[config.mk]
export PLATFORM = sky130hd
export DESIGN_NAME = protobuf_wire_tokenizer
export DESIGN_NICKNAME = d
export VERILOG_FILES = /design/src/sv/pwt_pkg.sv /design/src/sv/protobuf_wire_tokenizer.sv /design/src/sv/pwt_front.sv /design/src/sv/pwt_queue.sv /design/src/sv/pwt_back.sv
export VERILOG_INCLUDE_DIRS = /design/src /design/src/sv
export SDC_FILE = /design/constraint.sdc
export NUM_CORES = 1
export LEC_CHECK = 0
export BUFFER_PORTS_ARGS = -buffer_cell sky130_fd_sc_hd__buf_2
export CAP_MARGIN = 20
export CORE_MARGIN = 2
export CORE_UTILIZATION = 25
export CTS_CLUSTER_DIAMETER = 200
export CTS_CLUSTER_SIZE = 30
export DETAILED_ROUTE_END_ITERATION = 16
export PLACE_DENSITY = 0.5
export SETUP_SLACK_MARGIN = 0.5
export SLEW_MARGIN = 20
export SYNTH_ARGS = -nofsm -noshare
export SYNTH_HDL_FRONTEND = slang
export SYNTH_SLANG_ARGS = --single-unit
[constraint.sdc]
create_clock -name clk -period 12 [get_ports clk]
set_input_delay 0.6 -clock clk [delete_from_list [all_inputs] [get_ports clk]]
set_output_delay 0.6 -clock clk [all_outputs]
set_load 0.03 [all_outputs]
[src/sv/protobuf_wire_tokenizer_assert.svh]
// Assertion helpers shared by the tokenizer modules.
`ifndef PROTOBUF_WIRE_TOKENIZER_ASSERT_SVH
`define PROTOBUF_WIRE_TOKENIZER_ASSERT_SVH

// Same-cycle implication, disabled while in reset.
`define PWT_ASSERT_IMPLY(label, clk, rst, ante, cons) \
  label: assert property (@(posedge clk) disable iff (rst) (ante) |-> (cons)) \
    else $error("pwt assertion failed");

// Next-cycle implication, disabled while in reset.
`define PWT_ASSERT_NEXT(label, clk, rst, ante, cons) \
  label: assert property (@(posedge clk) disable iff (rst) (ante) |=> (cons)) \
    else $error("pwt assertion failed");

`endif

[src/sv/pwt_pkg.sv]
`timescale 1ns / 1ps
`default_nettype none

package pwt_pkg;

  // Parser phase
  typedef enum logic [2:0] {
    PH_KEY,
    PH_VARINT,
    PH_FIX64,
    PH_FIX32,
    PH_LEN,
    PH_PAYLOAD
  } phase_t;

  // Result kinds
  typedef enum logic [2:0] {
    KIND_VARINT,
    KIND_FIX64,
    KIND_FIX32,
    KIND_LEN_HDR,
    KIND_PAYLOAD,
    KIND_END_OK,
    KIND_ERROR
  } kind_t;

  // Error codes
  typedef enum logic [2:0] {
    ERR_NONE,
    ERR_VARINT_LONG,
    ERR_KEY_LARGE,
    ERR_FIELD_ZERO,
    ERR_WIRE_TYPE,
    ERR_TRUNCATED
  } err_t;

  // Wire types accepted in a key
  localparam logic [2:0] WT_VARINT = 3'd0;
  localparam logic [2:0] WT_FIX64  = 3'd1;
  localparam logic [2:0] WT_LEN    = 3'd2;
  localparam logic [2:0] WT_FIX32  = 3'd5;

  // Byte counts
  localparam logic [3:0] VARINT_MAX_BYTES = 4'd10;
  localparam logic [3:0] FIX64_BYTES      = 4'd8;
  localparam logic [3:0] FIX32_BYTES      = 4'd4;

  // A key must fit in this many bits
  localparam int KEY_BITS = 28;

  // Token queue between front and back
  localparam int QUEUE_DEPTH = 4;
  localparam int QUEUE_AW    = 2;

  typedef struct packed {
    kind_t        kind;
    logic [24:0]  field_number;
    logic [2:0]   wire_type;
    logic [63:0]  value;
    err_t         error_code;
  } token_t;

  // End-of-buffer report
  typedef struct packed {
    kind_t kind;
    err_t  error_code;
  } report_t;

  // One queue entry: everything one input byte produces
  typedef struct packed {
    logic    has_tok;
    token_t  tok;
    logic    has_rpt;
    report_t rpt;
  } entry_t;

endpackage

`default_nettype wire

[src/sv/protobuf_wire_tokenizer.sv]
// Channel   Dir  tdata                                          tuser  tlast
// s_axis    in   [7:0] data_byte                                -      is_last
// m_axis    out  [24:0] field_number, [27:25] wire_type,        kind   last
//                [91:28] value, [94:92] error_code
// cfg       in   cfg_wdata = pass_payload, written when cfg_we is high
//
// One input byte is accepted per cycle while the token queue has room.
// A byte gives up to two results, sent one per cycle while m_axis_tready is high; input stalls only
// when the four-entry queue between parser and output register fills.
// An accepted byte's results pass through the token queue, then the output register.
// Reset is synchronous on rst; pass_payload comes back as 1.
`timescale 1ns / 1ps
`default_nettype none

module protobuf_wire_tokenizer #(
  parameter int LENGTH_BITS = 24
) (
  input  wire logic        clk,
  input  wire logic        rst,
  input  wire logic        cfg_we,
  input  wire logic        cfg_wdata,
  input  wire logic        s_axis_tvalid,
  output logic             s_axis_tready,
  input  wire logic [7:0]  s_axis_tdata,   // [7:0] data_byte
  input  wire logic        s_axis_tlast,
  output logic             m_axis_tvalid,
  input  wire logic        m_axis_tready,
  output logic [95:0]      m_axis_tdata,   // field_number, wire_type, value, error_code
  output logic [2:0]       m_axis_tuser,   // kind
  output logic             m_axis_tlast
);

  logic            push;
  pwt_pkg::entry_t push_data;
  logic            pop;
  logic            full;
  logic            empty;
  pwt_pkg::entry_t head;
  pwt_pkg::token_t out_tok;

  pwt_front #(
    .LENGTH_BITS(LENGTH_BITS)
  ) u_front (
    .clk       (clk),
    .rst       (rst),
    .cfg_we    (cfg_we),
    .cfg_wdata (cfg_wdata),
    .in_valid  (s_axis_tvalid),
    .in_data   (s_axis_tdata),
    .in_last   (s_axis_tlast),
    .q_full    (full),
    .in_ready  (s_axis_tready),
    .push      (push),
    .push_data (push_data)
  );

  pwt_queue u_queue (
    .clk       (clk),
    .rst       (rst),
    .push      (push),
    .push_data (push_data),
    .pop       (pop),
    .full      (full),
    .empty     (empty),
    .head      (head)
  );

  pwt_back u_back (
    .clk       (clk),
    .rst       (rst),
    .empty     (empty),
    .head      (head),
    .pop       (pop),
    .out_valid (m_axis_tvalid),
    .out_ready (m_axis_tready),
    .out_tok   (out_tok),
    .out_last  (m_axis_tlast)
  );

  // Result packing, first field lowest
  assign m_axis_tuser = out_tok.kind;
  assign m_axis_tdata = {1'b0, out_tok.error_code, out_tok.value,
                         out_tok.wire_type, out_tok.field_number};

endmodule

`default_nettype wire

[src/sv/pwt_front.sv]
`timescale 1ns / 1ps
`default_nettype none

module pwt_front #(
  parameter int LENGTH_BITS = 24
) (
  input  wire logic              clk,
  input  wire logic              rst,
  input  wire logic              cfg_we,
  input  wire logic              cfg_wdata,
  input  wire logic              in_valid,
  input  wire logic [7:0]        in_data,
  input  wire logic              in_last,
  input  wire logic              q_full,
  output logic                   in_ready,
  output logic                   push,
  output pwt_pkg::entry_t        push_data
);

  // Parse state
  pwt_pkg::phase_t        phase, phase_next;
  logic [63:0]            acc, acc_next;
  logic [3:0]             cnt, cnt_next;
  logic [LENGTH_BITS-1:0] remaining, remaining_next;
  logic [24:0]            cur_field, cur_field_next;
  logic [2:0]             cur_wt, cur_wt_next;
  logic                   err_seen, err_seen_next;
  pwt_pkg::err_t          err_code, err_code_next;
  logic                   pass_payload;

  logic                   accept;
  logic [6:0]             vshamt;
  logic [5:0]             fshamt;
  logic [63:0]            vacc;
  logic [3:0]             cnt_inc;
  logic [3:0]             need;
  logic                   err_now;
  logic                   is_key;
  pwt_pkg::token_t        tok;
  logic                   tok_valid;
  pwt_pkg::report_t       rpt;
  logic                   rpt_valid;

  assign in_ready = !q_full;
  assign accept   = in_valid && in_ready;

  // Byte placement inside the accumulator
  assign vshamt  = 7'(cnt) * 7'd7;
  assign fshamt  = {cnt[2:0], 3'b000};
  assign vacc    = acc | (64'(in_data[6:0]) << vshamt);
  assign cnt_inc = cnt + 4'd1;
  assign need    = (phase == pwt_pkg::PH_FIX64) ? pwt_pkg::FIX64_BYTES : pwt_pkg::FIX32_BYTES;
  assign is_key  = (phase != pwt_pkg::PH_VARINT) && (phase != pwt_pkg::PH_LEN);

  // Byte classification and next state
  always_comb begin
    phase_next     = phase;
    acc_next       = acc;
    cnt_next       = cnt;
    remaining_next = remaining;
    cur_field_next = cur_field;
    cur_wt_next    = cur_wt;
    err_seen_next  = err_seen;
    err_code_next  = err_code;
    tok            = '0;
    tok_valid      = 1'b0;
    rpt            = '0;
    rpt_valid      = 1'b0;
    err_now        = 1'b0;

    if (!err_seen) begin
      unique case (phase) inside
        pwt_pkg::PH_FIX64, pwt_pkg::PH_FIX32: begin
          acc_next = acc | (64'(in_data) << fshamt);
          cnt_next = cnt_inc;
          if (cnt_inc >= need) begin
            tok_valid        = 1'b1;
            tok.kind         = (phase == pwt_pkg::PH_FIX64) ? pwt_pkg::KIND_FIX64
                                                             : pwt_pkg::KIND_FIX32;
            tok.field_number = cur_field;
            tok.wire_type    = cur_wt;
            tok.value        = acc_next;
            acc_next         = '0;
            cnt_next         = '0;
            phase_next       = pwt_pkg::PH_KEY;
          end
        end
        pwt_pkg::PH_PAYLOAD: begin
          if (pass_payload) begin
            tok_valid        = 1'b1;
            tok.kind         = pwt_pkg::KIND_PAYLOAD;
            tok.field_number = cur_field;
            tok.wire_type    = cur_wt;
            tok.value        = 64'(in_data);
          end
          if (remaining != '0) begin
            remaining_next = remaining - {{(LENGTH_BITS-1){1'b0}}, 1'b1};
          end
          if (remaining_next == '0) begin
            phase_next = pwt_pkg::PH_KEY;
          end
        end
        default: begin
          // key, varint value and length varints
          if (is_key) begin
            phase_next = pwt_pkg::PH_KEY;
          end
          acc_next = vacc;
          if (in_data[7]) begin
            cnt_next = cnt_inc;
            if (cnt_inc >= pwt_pkg::VARINT_MAX_BYTES) begin
              err_now        = 1'b1;
              err_code_next  = pwt_pkg::ERR_VARINT_LONG;
            end
          end else begin
            acc_next = '0;
            cnt_next = '0;
            if (is_key) begin
              if (|vacc[63:pwt_pkg::KEY_BITS]) begin
                err_now       = 1'b1;
                err_code_next = pwt_pkg::ERR_KEY_LARGE;
              end else if (vacc[27:3] == '0) begin
                err_now       = 1'b1;
                err_code_next = pwt_pkg::ERR_FIELD_ZERO;
              end else if (vacc[2:0] != pwt_pkg::WT_VARINT && vacc[2:0] != pwt_pkg::WT_FIX64 &&
                           vacc[2:0] != pwt_pkg::WT_LEN && vacc[2:0] != pwt_pkg::WT_FIX32) begin
                err_now       = 1'b1;
                err_code_next = pwt_pkg::ERR_WIRE_TYPE;
              end else begin
                cur_field_next = vacc[27:3];
                cur_wt_next    = vacc[2:0];
                if (vacc[2:0] == pwt_pkg::WT_VARINT) begin
                  phase_next = pwt_pkg::PH_VARINT;
                end else if (vacc[2:0] == pwt_pkg::WT_FIX64) begin
                  phase_next = pwt_pkg::PH_FIX64;
                end else if (vacc[2:0] == pwt_pkg::WT_LEN) begin
                  phase_next = pwt_pkg::PH_LEN;
                end else begin
                  phase_next = pwt_pkg::PH_FIX32;
                end
              end
            end else if (phase == pwt_pkg::PH_VARINT) begin
              tok_valid        = 1'b1;
              tok.kind         = pwt_pkg::KIND_VARINT;
              tok.field_number = cur_field;
              tok.wire_type    = cur_wt;
              tok.value        = vacc;
              phase_next       = pwt_pkg::PH_KEY;
            end else begin
              if (|vacc[63:LENGTH_BITS]) begin
                // longer than any buffer can be
                err_now       = 1'b1;
                err_code_next = pwt_pkg::ERR_TRUNCATED;
              end else begin
                tok_valid        = 1'b1;
                tok.kind         = pwt_pkg::KIND_LEN_HDR;
                tok.field_number = cur_field;
                tok.wire_type    = cur_wt;
                tok.value        = vacc;
                if (vacc == '0) begin
                  phase_next = pwt_pkg::PH_KEY;
                end else begin
                  remaining_next = vacc[LENGTH_BITS-1:0];
                  phase_next     = pwt_pkg::PH_PAYLOAD;
                end
              end
            end
          end
          if (err_now) begin
            err_seen_next  = 1'b1;
            tok_valid      = 1'b1;
            tok.kind       = pwt_pkg::KIND_ERROR;
            tok.error_code = err_code_next;
          end
        end
      endcase
    end

    // Buffer end: report and start over
    if (in_last) begin
      if (!err_now) begin
        rpt_valid = 1'b1;
        if (err_seen) begin
          rpt.kind       = pwt_pkg::KIND_ERROR;
          rpt.error_code = err_code;
        end else if (phase_next != pwt_pkg::PH_KEY || cnt_next != '0) begin
          rpt.kind       = pwt_pkg::KIND_ERROR;
          rpt.error_code = pwt_pkg::ERR_TRUNCATED;
        end else begin
          rpt.kind       = pwt_pkg::KIND_END_OK;
          rpt.error_code = pwt_pkg::ERR_NONE;
        end
      end
      phase_next     = pwt_pkg::PH_KEY;
      acc_next       = '0;
      cnt_next       = '0;
      remaining_next = '0;
      cur_field_next = '0;
      cur_wt_next    = '0;
      err_seen_next  = 1'b0;
      err_code_next  = pwt_pkg::ERR_NONE;
    end
  end

  assign push      = accept && (tok_valid || rpt_valid);
  assign push_data = {tok_valid, tok, rpt_valid, rpt};

  // State and register update
  always_ff @(posedge clk) begin
    if (rst) begin
      phase        <= pwt_pkg::PH_KEY;
      acc          <= '0;
      cnt          <= '0;
      remaining    <= '0;
      cur_field    <= '0;
      cur_wt       <= '0;
      err_seen     <= 1'b0;
      err_code     <= pwt_pkg::ERR_NONE;
      pass_payload <= 1'b1;
    end else begin
      if (cfg_we) begin
        pass_payload <= cfg_wdata;
      end
      if (accept) begin
        phase     <= phase_next;
        acc       <= acc_next;
        cnt       <= cnt_next;
        remaining <= remaining_next;
        cur_field <= cur_field_next;
        cur_wt    <= cur_wt_next;
        err_seen  <= err_seen_next;
        err_code  <= err_code_next;
      end
    end
  end

endmodule

`default_nettype wire

[src/sv/pwt_queue.sv]
`timescale 1ns / 1ps
`default_nettype none
`include "protobuf_wire_tokenizer_assert.svh"

module pwt_queue (
  input  wire logic            clk,
  input  wire logic            rst,
  input  wire logic            push,
  input  wire pwt_pkg::entry_t push_data,
  input  wire logic            pop,
  output logic                 full,
  output logic                 empty,
  output pwt_pkg::entry_t      head
);

  pwt_pkg::entry_t             mem [pwt_pkg::QUEUE_DEPTH];
  logic [pwt_pkg::QUEUE_AW-1:0] wr_ptr;
  logic [pwt_pkg::QUEUE_AW-1:0] rd_ptr;
  logic [pwt_pkg::QUEUE_AW:0]   count;

  assign full  = (count == (pwt_pkg::QUEUE_AW+1)'(pwt_pkg::QUEUE_DEPTH));
  assign empty = (count == '0);
  assign head  = mem[rd_ptr];

  // Entry storage
  always_ff @(posedge clk) begin
    if (push) begin
      mem[wr_ptr] <= push_data;
    end
  end

  // Pointers and fill level
  always_ff @(posedge clk) begin
    if (rst) begin
      wr_ptr <= '0;
      rd_ptr <= '0;
      count  <= '0;
    end else begin
      if (push) begin
        wr_ptr <= wr_ptr + 1'b1;
      end
      if (pop) begin
        rd_ptr <= rd_ptr + 1'b1;
      end
      if (push && !pop) begin
        count <= count + 1'b1;
      end else if (pop && !push) begin
        count <= count - 1'b1;
      end
    end
  end

  `PWT_ASSERT_IMPLY(a_push_room, clk, rst, push, !full)
  `PWT_ASSERT_IMPLY(a_pop_data, clk, rst, pop, !empty)
  `PWT_ASSERT_NEXT(a_push_fills, clk, rst, push && !pop, !empty)

endmodule

`default_nettype wire

[src/sv/pwt_back.sv]
`timescale 1ns / 1ps
`default_nettype none
`include "protobuf_wire_tokenizer_assert.svh"

module pwt_back (
  input  wire logic            clk,
  input  wire logic            rst,
  input  wire logic            empty,
  input  wire pwt_pkg::entry_t head,
  output logic                 pop,
  output logic                 out_valid,
  input  wire logic            out_ready,
  output pwt_pkg::token_t      out_tok,
  output logic                 out_last
);

  logic            tok_done;
  logic            tok_done_next;
  logic            out_free;
  logic            send_tok;
  logic            load;
  logic            out_report;
  pwt_pkg::token_t rpt_tok;

  assign out_free = !out_valid || out_ready;
  assign load     = out_free && !empty;
  assign send_tok = head.has_tok && !tok_done;

  // End report widened to a full result
  always_comb begin
    rpt_tok            = '0;
    rpt_tok.kind       = head.rpt.kind;
    rpt_tok.error_code = head.rpt.error_code;
  end

  // Pop once every result of the head entry is loaded
  always_comb begin
    pop           = 1'b0;
    tok_done_next = tok_done;
    if (load) begin
      if (send_tok) begin
        pop           = !head.has_rpt;
        tok_done_next = head.has_rpt;
      end else begin
        pop           = 1'b1;
        tok_done_next = 1'b0;
      end
    end
  end

  // Output register
  always_ff @(posedge clk) begin
    if (rst) begin
      out_valid <= 1'b0;
      tok_done  <= 1'b0;
    end else begin
      tok_done <= tok_done_next;
      if (out_free) begin
        out_valid <= !empty;
      end
    end
  end

  always_ff @(posedge clk) begin
    if (load) begin
      if (send_tok) begin
        out_tok  <= head.tok;
        out_last <= !head.has_rpt;
      end else begin
        out_tok  <= rpt_tok;
        out_last <= 1'b1;
      end
    end
  end

  // End or error result on the output
  assign out_report = (out_tok.kind == pwt_pkg::KIND_END_OK) ||
                      (out_tok.kind == pwt_pkg::KIND_ERROR);

  `PWT_ASSERT_IMPLY(a_split_head, clk, rst, tok_done, !empty && head.has_tok && head.has_rpt)
  `PWT_ASSERT_IMPLY(a_report_last, clk, rst, out_valid && out_report, out_last)
  `PWT_ASSERT_IMPLY(a_open_byte, clk, rst, out_valid && !out_last, tok_done)

endmodule

`default_nettype wire
; ---- Word level (Yosys, flattened, before mapping)
; Memory sizes are Yosys's and may differ from the RTL's. A register that Yosys moved wholly into a read port is not among the register bits.
; Index checks and enable logic that the tools add are counted.
[totals]
out_inout_bits = 102
memories = 1
ramBits = 424
elab_cells = 217
inputBits = 15
regBits = 236
[memory_table]
columns = memory, depth, width, rd, rd_ports_with_merged_regs, wr, line
row1 = u_queue.mem, 4, 106, 1, 1, 1, pwt_queue.sv:16  ; pwt_pkg::entry_t mem [pwt_pkg::QUEUE_DEPTH];
[op_classes]
n_addsub = 6
magnitude_cmp = 2
bitwise = 2
n_shift = 2
n_mux = 119
n_reduce_logical = 39
n_mul = 1
n_eq_ne = 25
[op_table]
columns = operator, n
row1 = $mux 95, 5
row2 = $mux 64, 4
row3 = $mux 24, 10
row4 = $mux 25, 8
row5 = $mux 98, 2
row6 = $pmux 95 s2, 1
row7 = $or 64x64->64, 2
row8 = $pmux 64 s2, 1
row9 = $mux 3, 40
row10 = $mux 94, 1
row11 = $logic_not 64->1, 1
row12 = $shl 7x7->64, 1
row13 = $shl 8x6->64, 1
row14 = $pmux 24 s2, 1
row15 = $reduce_or 40->1, 1
row16 = $reduce_or 36->1, 1
row17 = $mux 1, 31
row18 = $logic_not 25->1, 1
row19 = $logic_not 24->1, 1
row20 = $reduce_bool 24->1, 1
row21 = $sub 24x1->24 const B, 1
row22 = $mux 4, 5
row23 = $mux 6, 3
row24 = $reduce_and 8->1, 2
row25 = 30 further kinds, 71

; ---- Logic depth before layout (Yosys ltp)
; Gate-level depths: netlist of the first run.
[logic_depth]
ltp_word = 24
depth_mapped = 20
ltp_nobuf = 16

; ---- Modules after synthesis
; Synthesis of the first run repeated with hierarchy kept, for this count alone.
[unflattened]
hier_cells = 2220
hier_area_um2 = 29148.0
[modules_own_cells]
columns = module, area_each_um2, cells_per_inst, instances, seq_area_each_um2
row1 = pwt_queue, 15717.6, 598, 1, 12912.4
row2 = pwt_front, 9609.2, 1400, 1, 2562.5
row3 = pwt_back, 3809.9, 220, 1, 3012.9
row4 = protobuf_wire_tokenizer, 11.3, 2, 1, 0.0

; ---- Worst setup path after synthesis of the first run
; OpenSTA, ideal clock, no wires.
[synth_path]
path_kind = in2reg
start = input m_axis_tready
end = register u_queue.count[2] (netlist bit)
n_path_buf = 0
required_time_ns = 11.930
path_stages = 9
arrival_ns = 7.254
setup_time_ns = 0.070
setup_slack_ns = 4.675
path_cell_list = inv_1 -> a21oi_1 -> nand2_1 -> ha_1 -> inv_1 -> fa_1 -> xor2_1 -> or3_1 -> a21oi_1
[synth_via]
elab_chain_cells = 6
word_cells_on_any_way = 8
cone_classes = mux: 2 / reduce/logical: 6
[synth_rtl]
columns = element, line
row1 = "start, declared", protobuf_wire_tokenizer.sv:27  ; input wire logic m_axis_tready,
row2 = $logic_or 1x1->1 (*), pwt_back.sv:25  ; assign out_free = !out_valid || out_ready;
row3 = $logic_and 1x1->1 (*), pwt_back.sv:26  ; assign load = out_free && !empty;
row4 = via u_back.load, pwt_back.sv:21  ; logic load;
row5 = $mux 1 (*), pwt_back.sv:40  ; if (load) begin
row6 = $logic_not 1->1, pwt_queue.sv:45  ; if (push && !pop) begin
row7 = $logic_and 1x1->1, pwt_queue.sv:45
row8 = $mux 3 / $reduce_bool 2->1 (equally long branches), -
row9 = "end signal, assigned", pwt_queue.sv:46  ; count <= count + 1'b1;
row10 = "end signal, assigned", pwt_queue.sv:48  ; count <= count - 1'b1;
row11 = "end, declared", pwt_queue.sv:19  ; logic [pwt_pkg::QUEUE_AW:0] count;
; Mark *: on every way through the listed nets, which the timed path passes. The rest lies on a longest branch.
; A chain may end at the register's enable or synchronous reset.

; ---- Worst setup path in the final report of the first run
[layout_path]
start = register u_front.cnt[3]
end = memory u_queue.mem[0][82] (netlist bit) (enable)
[layout_via]
elab_chain_cells = 22
word_cells_on_any_way = 42
cone_classes = add/sub: 1 / mul: 1 / order compare: 2 / eq/ne: 3 / shift: 1 / mux: 24 / bitwise: 1 / reduce/logical: 9
[layout_rtl]
columns = element, line
row1 = "start, declared", pwt_front.sv:23  ; logic [3:0] cnt, cnt_next;
row2 = "start signal, assigned", pwt_front.sv:227  ; cnt <= cnt_next;
row3 = $mul 4x3->7, pwt_front.sv:48  ; assign vshamt = 7'(cnt) * 7'd7;
row4 = $shl 7x7->64, pwt_front.sv:50  ; assign vacc = acc | (64'(in_data[6:0]) << vshamt);
row5 = $or 64x64->64, pwt_front.sv:50
row6 = $ne 3x1->1 / $reduce_bool 3->1 (equally long branches), pwt_front.sv:125  ; end else if (vacc[2:0] != pwt_pkg::WT_VARINT && vacc[2:0] != pwt_pkg::WT_FIX64 &&
row7 = $logic_and 1x1->1 (2 in series), pwt_front.sv:125
row8 = $logic_and 1x1->1, pwt_front.sv:126  ; vacc[2:0] != pwt_pkg::WT_LEN && vacc[2:0] != pwt_pkg::WT_FIX32) begin
row9 = $mux 1, pwt_front.sv:125
row10 = $mux 1, pwt_front.sv:122  ; end else if (vacc[27:3] == '0) begin
row11 = [... 6 more ...], -
row12 = $mux 1, pwt_front.sv:71  ; if (!err_seen) begin
row13 = $mux 1, pwt_front.sv:181  ; if (!err_now) begin
row14 = $mux 1, pwt_front.sv:180  ; if (in_last) begin
row15 = $logic_or 1x1->1 (*), pwt_front.sv:205  ; assign push = accept && (tok_valid || rpt_valid);
row16 = $logic_and 1x1->1 (*), pwt_front.sv:205
row17 = via push, protobuf_wire_tokenizer.sv:33  ; logic push;
row18 = $mux 1 (*), pwt_queue.sv:27  ; if (push) begin
row19 = $mux 1 (implied by the code) (*), pwt_queue.sv:28  ; mem[wr_ptr] <= push_data;
row20 = "end, declared", pwt_queue.sv:16
; Mark *: on every way through the listed nets, which the timed path passes. The rest lies on a longest branch. The select of a mux whose other input is x is not followed.

==> results.py, run 1 <==
metrics = {
    "outcome": {
        "outcome": "finished clean",
    },
    "timing": {
        "finalCritPeriodShare": 0.499,
        "finalSetupViolCount": 0,
        "tns_ps": 0,
        "hold_slack_ps": 217,
        "slew_headroom": 0.279,
        "worst_pin_slew_ps": 1080,
        "fmax_mhz": 167,
        "final_hold_viol_count": 0,
        "finalClockSkew_ps": 34.6,
        "rsz0062_at_grt": "false",
        "slew_viol_final": 0,
        "period_minus_slack_ps": 5980,
    },
    "placement": {
        "numPortBuffers": 115,
        "gp_routability_congestion": 0.916,
        "dpl.cell_count": 3706,
        "dp_hpwl_um": 52600,
    },
    "layout": {
        "nFillCells": 11700,
        "drive_gt1_frac": 0.147,
        "multi_input_area_sq_um": 9620,
        "area.growth.synth_to_final_pct": 10.0,
        "layout_common_cells": "edfxtp_1, a21oi_1, nor2_1",
        "nets": 2248,
        "seq_area_sq_um": 18400,
        "layout_commonest_cell": "edfxtp_1",
        "fin_cells": 3756,
    },
    "power": {
        "switching_power_mw": 1.90,
        "pwr-share-seq": 0.526,
        "switching_share": 0.334,
        "leakage_nw": 9.51,
        "power_frac_comb": 0.280,
        "powerDensity_nw_per_um2": 180,
        "peakVddDrop_uv": 85.3,
        "clockPowerShare": 0.194,
        "p_int_mw": 3.78,
    },
    "setup_path": {
        "crit_start": "u_front.cnt[3]",
        "crit_chain": "nor2b_2 -> a21oi_1 -> o311ai_0 -> nor4_2 -> a2111oi_4 -> or2_2 -> a41oi_2 -> and2_4 -> buf_4",
        "critPathSlowestCell": "dfxtp_1",
        "cp-end-kind": "flip-flop",
        "r2r-end": "u_queue.mem[0][82]",
        "r2r_slack_ps": 6020,
        "rr_startpoint": "u_front.cnt[3]",
        "crit_end": "u_queue.mem[0][82]",
        "reg2regPathDepth": 9,
        "crit_path_max_fanout": 57,
        "critPathLaunchType": "flip-flop",
        "crit_type": "reg2reg",
        "critical_path_arrival_ps": 6230,
        "cp.required_ps": 12240,
        "cp_top_family": "simple AND/OR/NAND/NOR gates",
        "cp.buffers_inverters": 1,
        "slowest_delay_ps": 950,
        "crit_cells": 9,
    },
    "clocking": {
        "cts_tree": "built",
        "clk_pin_slew_ps": 140,
        "numCtsBuffers": 25,
        "cts.sinks": 658,
        "clkLatencyLatePin_ps": 630,
        "htreeDepth": 1,
        "postCtsSetupBuffers": 0,
        "cts_max_path_buffers": 3,
        "ctsResizeCount": 0,
        "holdBufCountCts": 0,
        "clockRootBuffer": "clkbuf_16",
    },
    "routing": {
        "ant_nets": 0,
        "drt_iter0_markers": 1601,
        "viasPerCell": 4.90,
        "drc": 0,
        "vias": 18400,
        "wirelength_um": 81100,
        "wl_per_cell_um": 21.6,
        "dr.pass1.iters": 7,
    },
    "synth": {
        "yosys_register_bits": 658,
        "syn-cell-area_sq_um": 28700,
        "yosysSeqAreaShare": 0.641,
        "synthCells": 2216,
        "synth_area_leaders": "edfxtp_1, dfxtp_1, mux4_2",
        "synth_edf_count": 519,
        "netlist.top_cell.by_area": "edfxtp_1",
        "synth.distinct_cells": 86,
        "synth_nets": 2242,
        "yosysWarnings": 0,
        "syn_area_per_cell_sq_um": 12.9,
        "async_flop_share": 0,
        "synthFlopType": "edfxtp_1",
        "synth_top_area_frac": 0.544,
    },
    "floorplanning": {
        "die_y_um": 343,
        "die_width_um": 343,
        "row_count": 124,
        "core_sq_um": 114000,
        "die_area_sq_um": 117000,
        "io_pins": 117,
        "start_util": 0.251,
    },
    "grt": {
        "gr-total-overflow": 0,
        "grt_pass1_vias": 17900,
        "grt_pass1_wl_um": 121000,
        "grt.total_usage": 0.134,
        "antenna_found_initial": 7,
        "grt_max_degree": 86,
    },
    "hold_path": {
        "hp-class": "in2reg",
    },
    "flow_run": {
        "drv_cap": 0,
    },
}
## per-layer routing
metal | vias to the layer above | track usage | routed length [um]
li1 | 8386 | - | -
met1 | 9323 | 0.188 | 36200
met3 | 97 | 0.0201 | 4940
met4 | 8 | 0.0335 | 2010
met2 | 575 | 0.218 | 37900
met5 | - | 0 | 51
## power by group through the flow
stage          combinational (mW)  sequential, mW  clock (mW)
2_1_floorplan               0.781            3.38           0
3_3_place_gp                 1.64            3.05           0
3_5_place_dp                 1.64            3.05           0
4_1_cts                      1.64            3.00        1.15
5_1_grt                      1.72            3.02        1.21
6_report                     1.59            2.98        1.10
## area by class of cell
type | instances | share of cell area
antenna | 4 | 0.000317
timing repair buffer | 151 | 0.0268
clock inverter | 1 | 0.000119
clock buffer | 44 | 0.0221
inverter | 28 | 0.00333
sequential | 658 | 0.582
tap | 1512 | 0.0600
multi-input combinational | 1358 | 0.305
## cells by family after synthesis
family	Yosys count	share of synthesized area
muxes	118	0.0873
DFF	658	0.641
AOI/OAI and AO/OA	533	0.115
other	1	0.000131
buffers and inverters	200	0.0267
xor gates and xnor gates	15	0.00458
and+or+nand+nor	680	0.121
adders and majority gates	11	0.00506
## cell usage after synthesis (16+ instances only)
cell      count
or3_1        42
clkbuf_1    146
nand2_1     122
and2_1       37
nor2_1      203
a21oi_1     250
nor2b_1     107
a22oi_1      30
nor3_1       44
a31oi_1      18
inv_1        27
o21ai_0      84
mux4_2      105
nor4_1       21
buf_1        16
nand3_1      29
edfxtp_1    519
dfxtp_1     139
a211oi_1     57
## how the worst min path moves through the flow
stage	endpoint	depth (start not counted)	startpoint
after detailed placement	u_front.cur_field[5]	2	u_front.cur_field[5]
final	u_front.pass_payload	3	cfg_wdata
after global routing	u_front.pass_payload	3	cfg_wdata
after global placement	u_front.cur_field[24]	2	u_front.cur_field[24]
after CTS	u_front.pass_payload	3	cfg_wdata
after floorplan	u_front.err_code[0]	2	u_front.err_code[0]
## metrics by stage
stage	total power, mW	setup WS (ps)	utilization	cell area, sq um
after detailed placement	4.69	5860	0.270	30800
final	5.68	6020	0.277	31600
after CTS	5.79	5820	0.276	31500
after global routing	5.96	5700	0.277	31500
after floorplan	4.16	4680	-	28700
after global placement	4.69	6130	0.270	30800
## worst reg2reg max path, cell delays in order (launching register included)
cell,delay [ps]
dfxtp_1,950
nor2b_2,360
a21oi_1,460
o311ai_0,260
nor4_2,750
a2111oi_4,240
or2_2,380
a41oi_2,510
and2_4,870
buf_4,780
## sequential cells by signal, summed over array words and instances (netlist names), named ones only
register / flops
u_queue.mem: 420
u_back.out_tok: 98
u_front.acc: 64
u_front.cur_field: 25
u_front.remaining: 24
u_front.cnt: 4
u_front.cur_wt: 3
u_front.err_code: 3
u_front.phase: 3
u_queue.count: 3
u_queue.rd_ptr: 2
u_queue.wr_ptr: 2
u_back.out_last: 1
u_back.out_valid: 1
u_back.tok_done: 1
u_front.err_seen: 1
u_front.pass_payload: 1
(Power assumes the default switching activity.)
==> run 2: changes to the inputs <==
--- a/config.mk
+++ b/config.mk
@@ -6,6 +6,7 @@
 export SDC_FILE = /design/constraint.sdc
 export NUM_CORES = 1
 export LEC_CHECK = 0
+export ABC_AREA = 1
 export BUFFER_PORTS_ARGS = -buffer_cell sky130_fd_sc_hd__buf_2
 export CAP_MARGIN = 20
 export CORE_MARGIN = 2
==> constraint.sdc (replaced) <==
create_clock -name clk -period 5.8 [get_ports clk]
set_input_delay 0.29 -clock clk [delete_from_list [all_inputs] [get_ports clk]]
set_output_delay 0.29 -clock clk [all_outputs]
set_load 0.03 [all_outputs]
==> run 2 against run 1 <==
  * Utilization decreased by 0.10 points
  * Sequential share of layout area decreased by 1.6 points
  * Global-route usage increased by 0.90 points
  * Routed wire length increased by 10%
  * Worst setup slack got worse by 4800 ps
  * Clock power increased by 110%
  * Register-to-register slack got worse by 4800 ps
==> results.py, run 2 <==
metrics = {
    "grt": {
        "grt_pass1_vias": 20900,
        "grt_max_degree": 103,
        "grt.total_usage": 0.143,
        "antenna_found_initial": 5,
        "grt_pass1_wl_um": 135000,
        "gr-total-overflow": 0,
    },
    "routing": {
        "wirelength_um": 89500,
        "drt_iter0_markers": 2100,
        "vias": 22000,
        "wl_per_cell_um": 19.4,
        "dr.pass1.iters": 5,
        "ant_nets": 0,
        "viasPerCell": 4.76,
        "drc": 0,
    },
    "synth": {
        "syn_area_per_cell_sq_um": 9.61,
        "yosysWarnings": 0,
        "synth_area_leaders": "edfxtp_1, dfxtp_1, nor2_1",
        "synthCells": 3071,
        "synthFlopType": "edfxtp_1",
        "synth_nets": 3097,
        "synth_edf_count": 519,
        "synth.distinct_cells": 52,
        "yosysSeqAreaShare": 0.622,
        "synth_common_cells": "nor2_1, edfxtp_1, nand2_1, o21ai_0, a21oi_1",
        "netlist.top_cell.by_area": "edfxtp_1",
        "syn-cell-area_sq_um": 29500,
        "synth_most_common_cell": "nor2_1",
        "synth_top_area_frac": 0.528,
        "yosys_register_bits": 658,
        "async_flop_share": 0,
    },
    "floorplanning": {
        "die_y_um": 348,
        "die_area_sq_um": 121000,
        "row_count": 126,
        "core_sq_um": 118000,
        "die_width_um": 348,
        "start_util": 0.251,
        "io_pins": 117,
    },
    "timing": {
        "period_minus_slack_ps": 4580,
        "fmax_mhz": 218,
        "finalCritPeriodShare": 0.790,
        "finalSetupViolCount": 0,
        "finalClockSkew_ps": 32.0,
        "worst_pin_slew_ps": 1070,
        "slew_headroom": 0.290,
        "tns_ps": 0,
        "rsz0062_at_grt": "false",
        "slew_viol_final": 0,
        "final_hold_viol_count": 0,
    },
    "clocking": {
        "cts_max_path_buffers": 3,
        "cts.sinks": 658,
        "clk_pin_slew_ps": 150,
        "cts_tree": "built",
        "numCtsBuffers": 25,
        "clkLatencyLatePin_ps": 660,
        "htreeDepth": 1,
        "clockRootBuffer": "clkbuf_16",
    },
    "power": {
        "powerDensity_nw_per_um2": 418,
        "leakage_nw": 11.2,
        "peakVddDrop_uv": 261,
        "p_total_mw": 13.5,
    },
    "setup_path": {
        "cp_common_cell": "nor2_1",
        "crit_type": "reg2reg",
        "crit_path_max_fanout": 28,
        "cp.required_ps": 6390,
        "crit_start": "u_front.cnt[2]",
        "cp-end-kind": "flip-flop",
        "rr_startpoint": "u_front.cnt[2]",
        "critPathSlowestCell": "dfxtp_1",
        "critical_path_arrival_ps": 5170,
        "crit_chain": "buf_4 -> xnor2_1 -> ha_1 -> nand2_1 -> nand2_1 -> a21oi_1 -> nor2_1 -> inv_1 -> nor2_1 -> nor2_1 -> inv_1 -> nand2_1 -> nand2_2 -> nand2_2 -> inv_1 -> ha_1 -> inv_1 -> fa_1 -> nor2_1 -> nor2_1 -> nand2_1 -> o21ai_0 -> a21oi_1",
        "slowest_delay_ps": 840,
        "cp_top_family": "simple AND/OR/NAND/NOR gates",
        "cp.buffers_inverters": 5,
        "critPathLaunchType": "flip-flop",
    },
    "layout": {
        "area.growth.synth_to_final_pct": 9.87,
        "largest_reg_flops": 420,
        "layout_common_cells": "nor2_1, edfxtp_1, nand2_1",
        "drive_gt1_frac": 0.0819,
        "multi_input_area_sq_um": 9520,
        "fin_cells": 4625,
        "seq_area_sq_um": 18400,
        "top_register": "u_queue.mem",
        "nets": 3095,
        "layout_commonest_cell": "nor2_1",
        "reg_top3": "u_queue.mem (420), u_back.out_tok (98), u_front.acc (64)",
        "nFillCells": 12500,
    },
    "placement": {
        "gp_routability_congestion": 0.920,
        "dpl.cell_count": 4576,
        "numPortBuffers": 115,
        "dp_hpwl_um": 57200,
    },
    "flow_run": {
        "drv_cap": 0,
    },
    "outcome": {
        "outcome": "finished clean",
    },
    "hold_path": {
        "hp-class": "in2reg",
        "min_from": "m_axis_tready",
    },
}
-- run 2: changes by cell type after synthesis, moves of 104 or more --
cell,delta
mux4_2,-105
nand3_1,+104
nor2b_1,-107
nand2_1,+237
nor2_1,+490
inv_1,+178
o21ai_0,+260
-- run 2: through the flow --
step | util | hold WS [ps] | setup WS [ps] | area, sq um
after floorplan | - | 390 | -1460 | 29500
after global placement | 0.269 | 443 | 1130 | 31700
final | 0.276 | 87.8 | 1220 | 32400
after detailed placement | 0.269 | 449 | 1040 | 31700
after global routing | 0.276 | 118 | 633 | 32400
after CTS | 0.276 | 83.2 | 991 | 32400
-- run 2: logic make-up after synthesis --
family	share of synthesized area
xor gates and xnor gates	0.00623
and+or+nand+nor	0.172
buffers and inverters	0.0576
adders and majority gates	0.00492
other	0.000127
AOI/OAI and AO/OA	0.136
DFF	0.622
-- run 2: area by class of cell --
type	instances	share of cell area
timing repair buffer	163	0.0326
clock inverter	2	0.000386
sequential	658	0.567
inverter	220	0.0257
antenna	1	0.0000772
clock buffer	44	0.0215
tap	1536	0.0593
multi-input combinational	2001	0.294
-- run 2: routing by layer --
layer  global-route usage  part of all wire  wire (um)
met4               0.0403             0.026       2310
met1                0.193              0.44      39800
met2                0.243              0.48      43000
met5                    0           0.00026         23
met3               0.0155             0.049       4340
-- run 2: worst min-delay path, delay by kind of cell --
kind	cells	cell delay [ps]
AOI/OAI and AO/OA	1	170
buffers and inverters	2	130
and+or+nand+nor	1	90
-- run 2: report_power, final --
| group | switching, mW | internal (mW) | leakage [nW] |
|---|---|---|---|
| sequential | 0.294 | 6.08 | 5.82 |
| clock | 1.47 | 0.835 | 0.339 |
| combinational | 3.67 | 1.19 | 5.07 |
-- run 2: final timing paths --
check	end	depth (start not counted)	slack, ps
setup / recovery	u_queue.count[2]	23	1220
hold / removal	u_back.out_valid	4	90
setup reg to reg	u_queue.count[2]	23	1220
hold reg to reg	u_front.cur_field[0]	2	460
-- run 2: timing repair --
item / CTS / global route
gates resized for setup: 0 / 1
buffers inserted: 0 / 0
setup endpoints to repair: 0 / 1
hold buffers: 2 / 0
endpoints found under the hold margin: 1 / 0
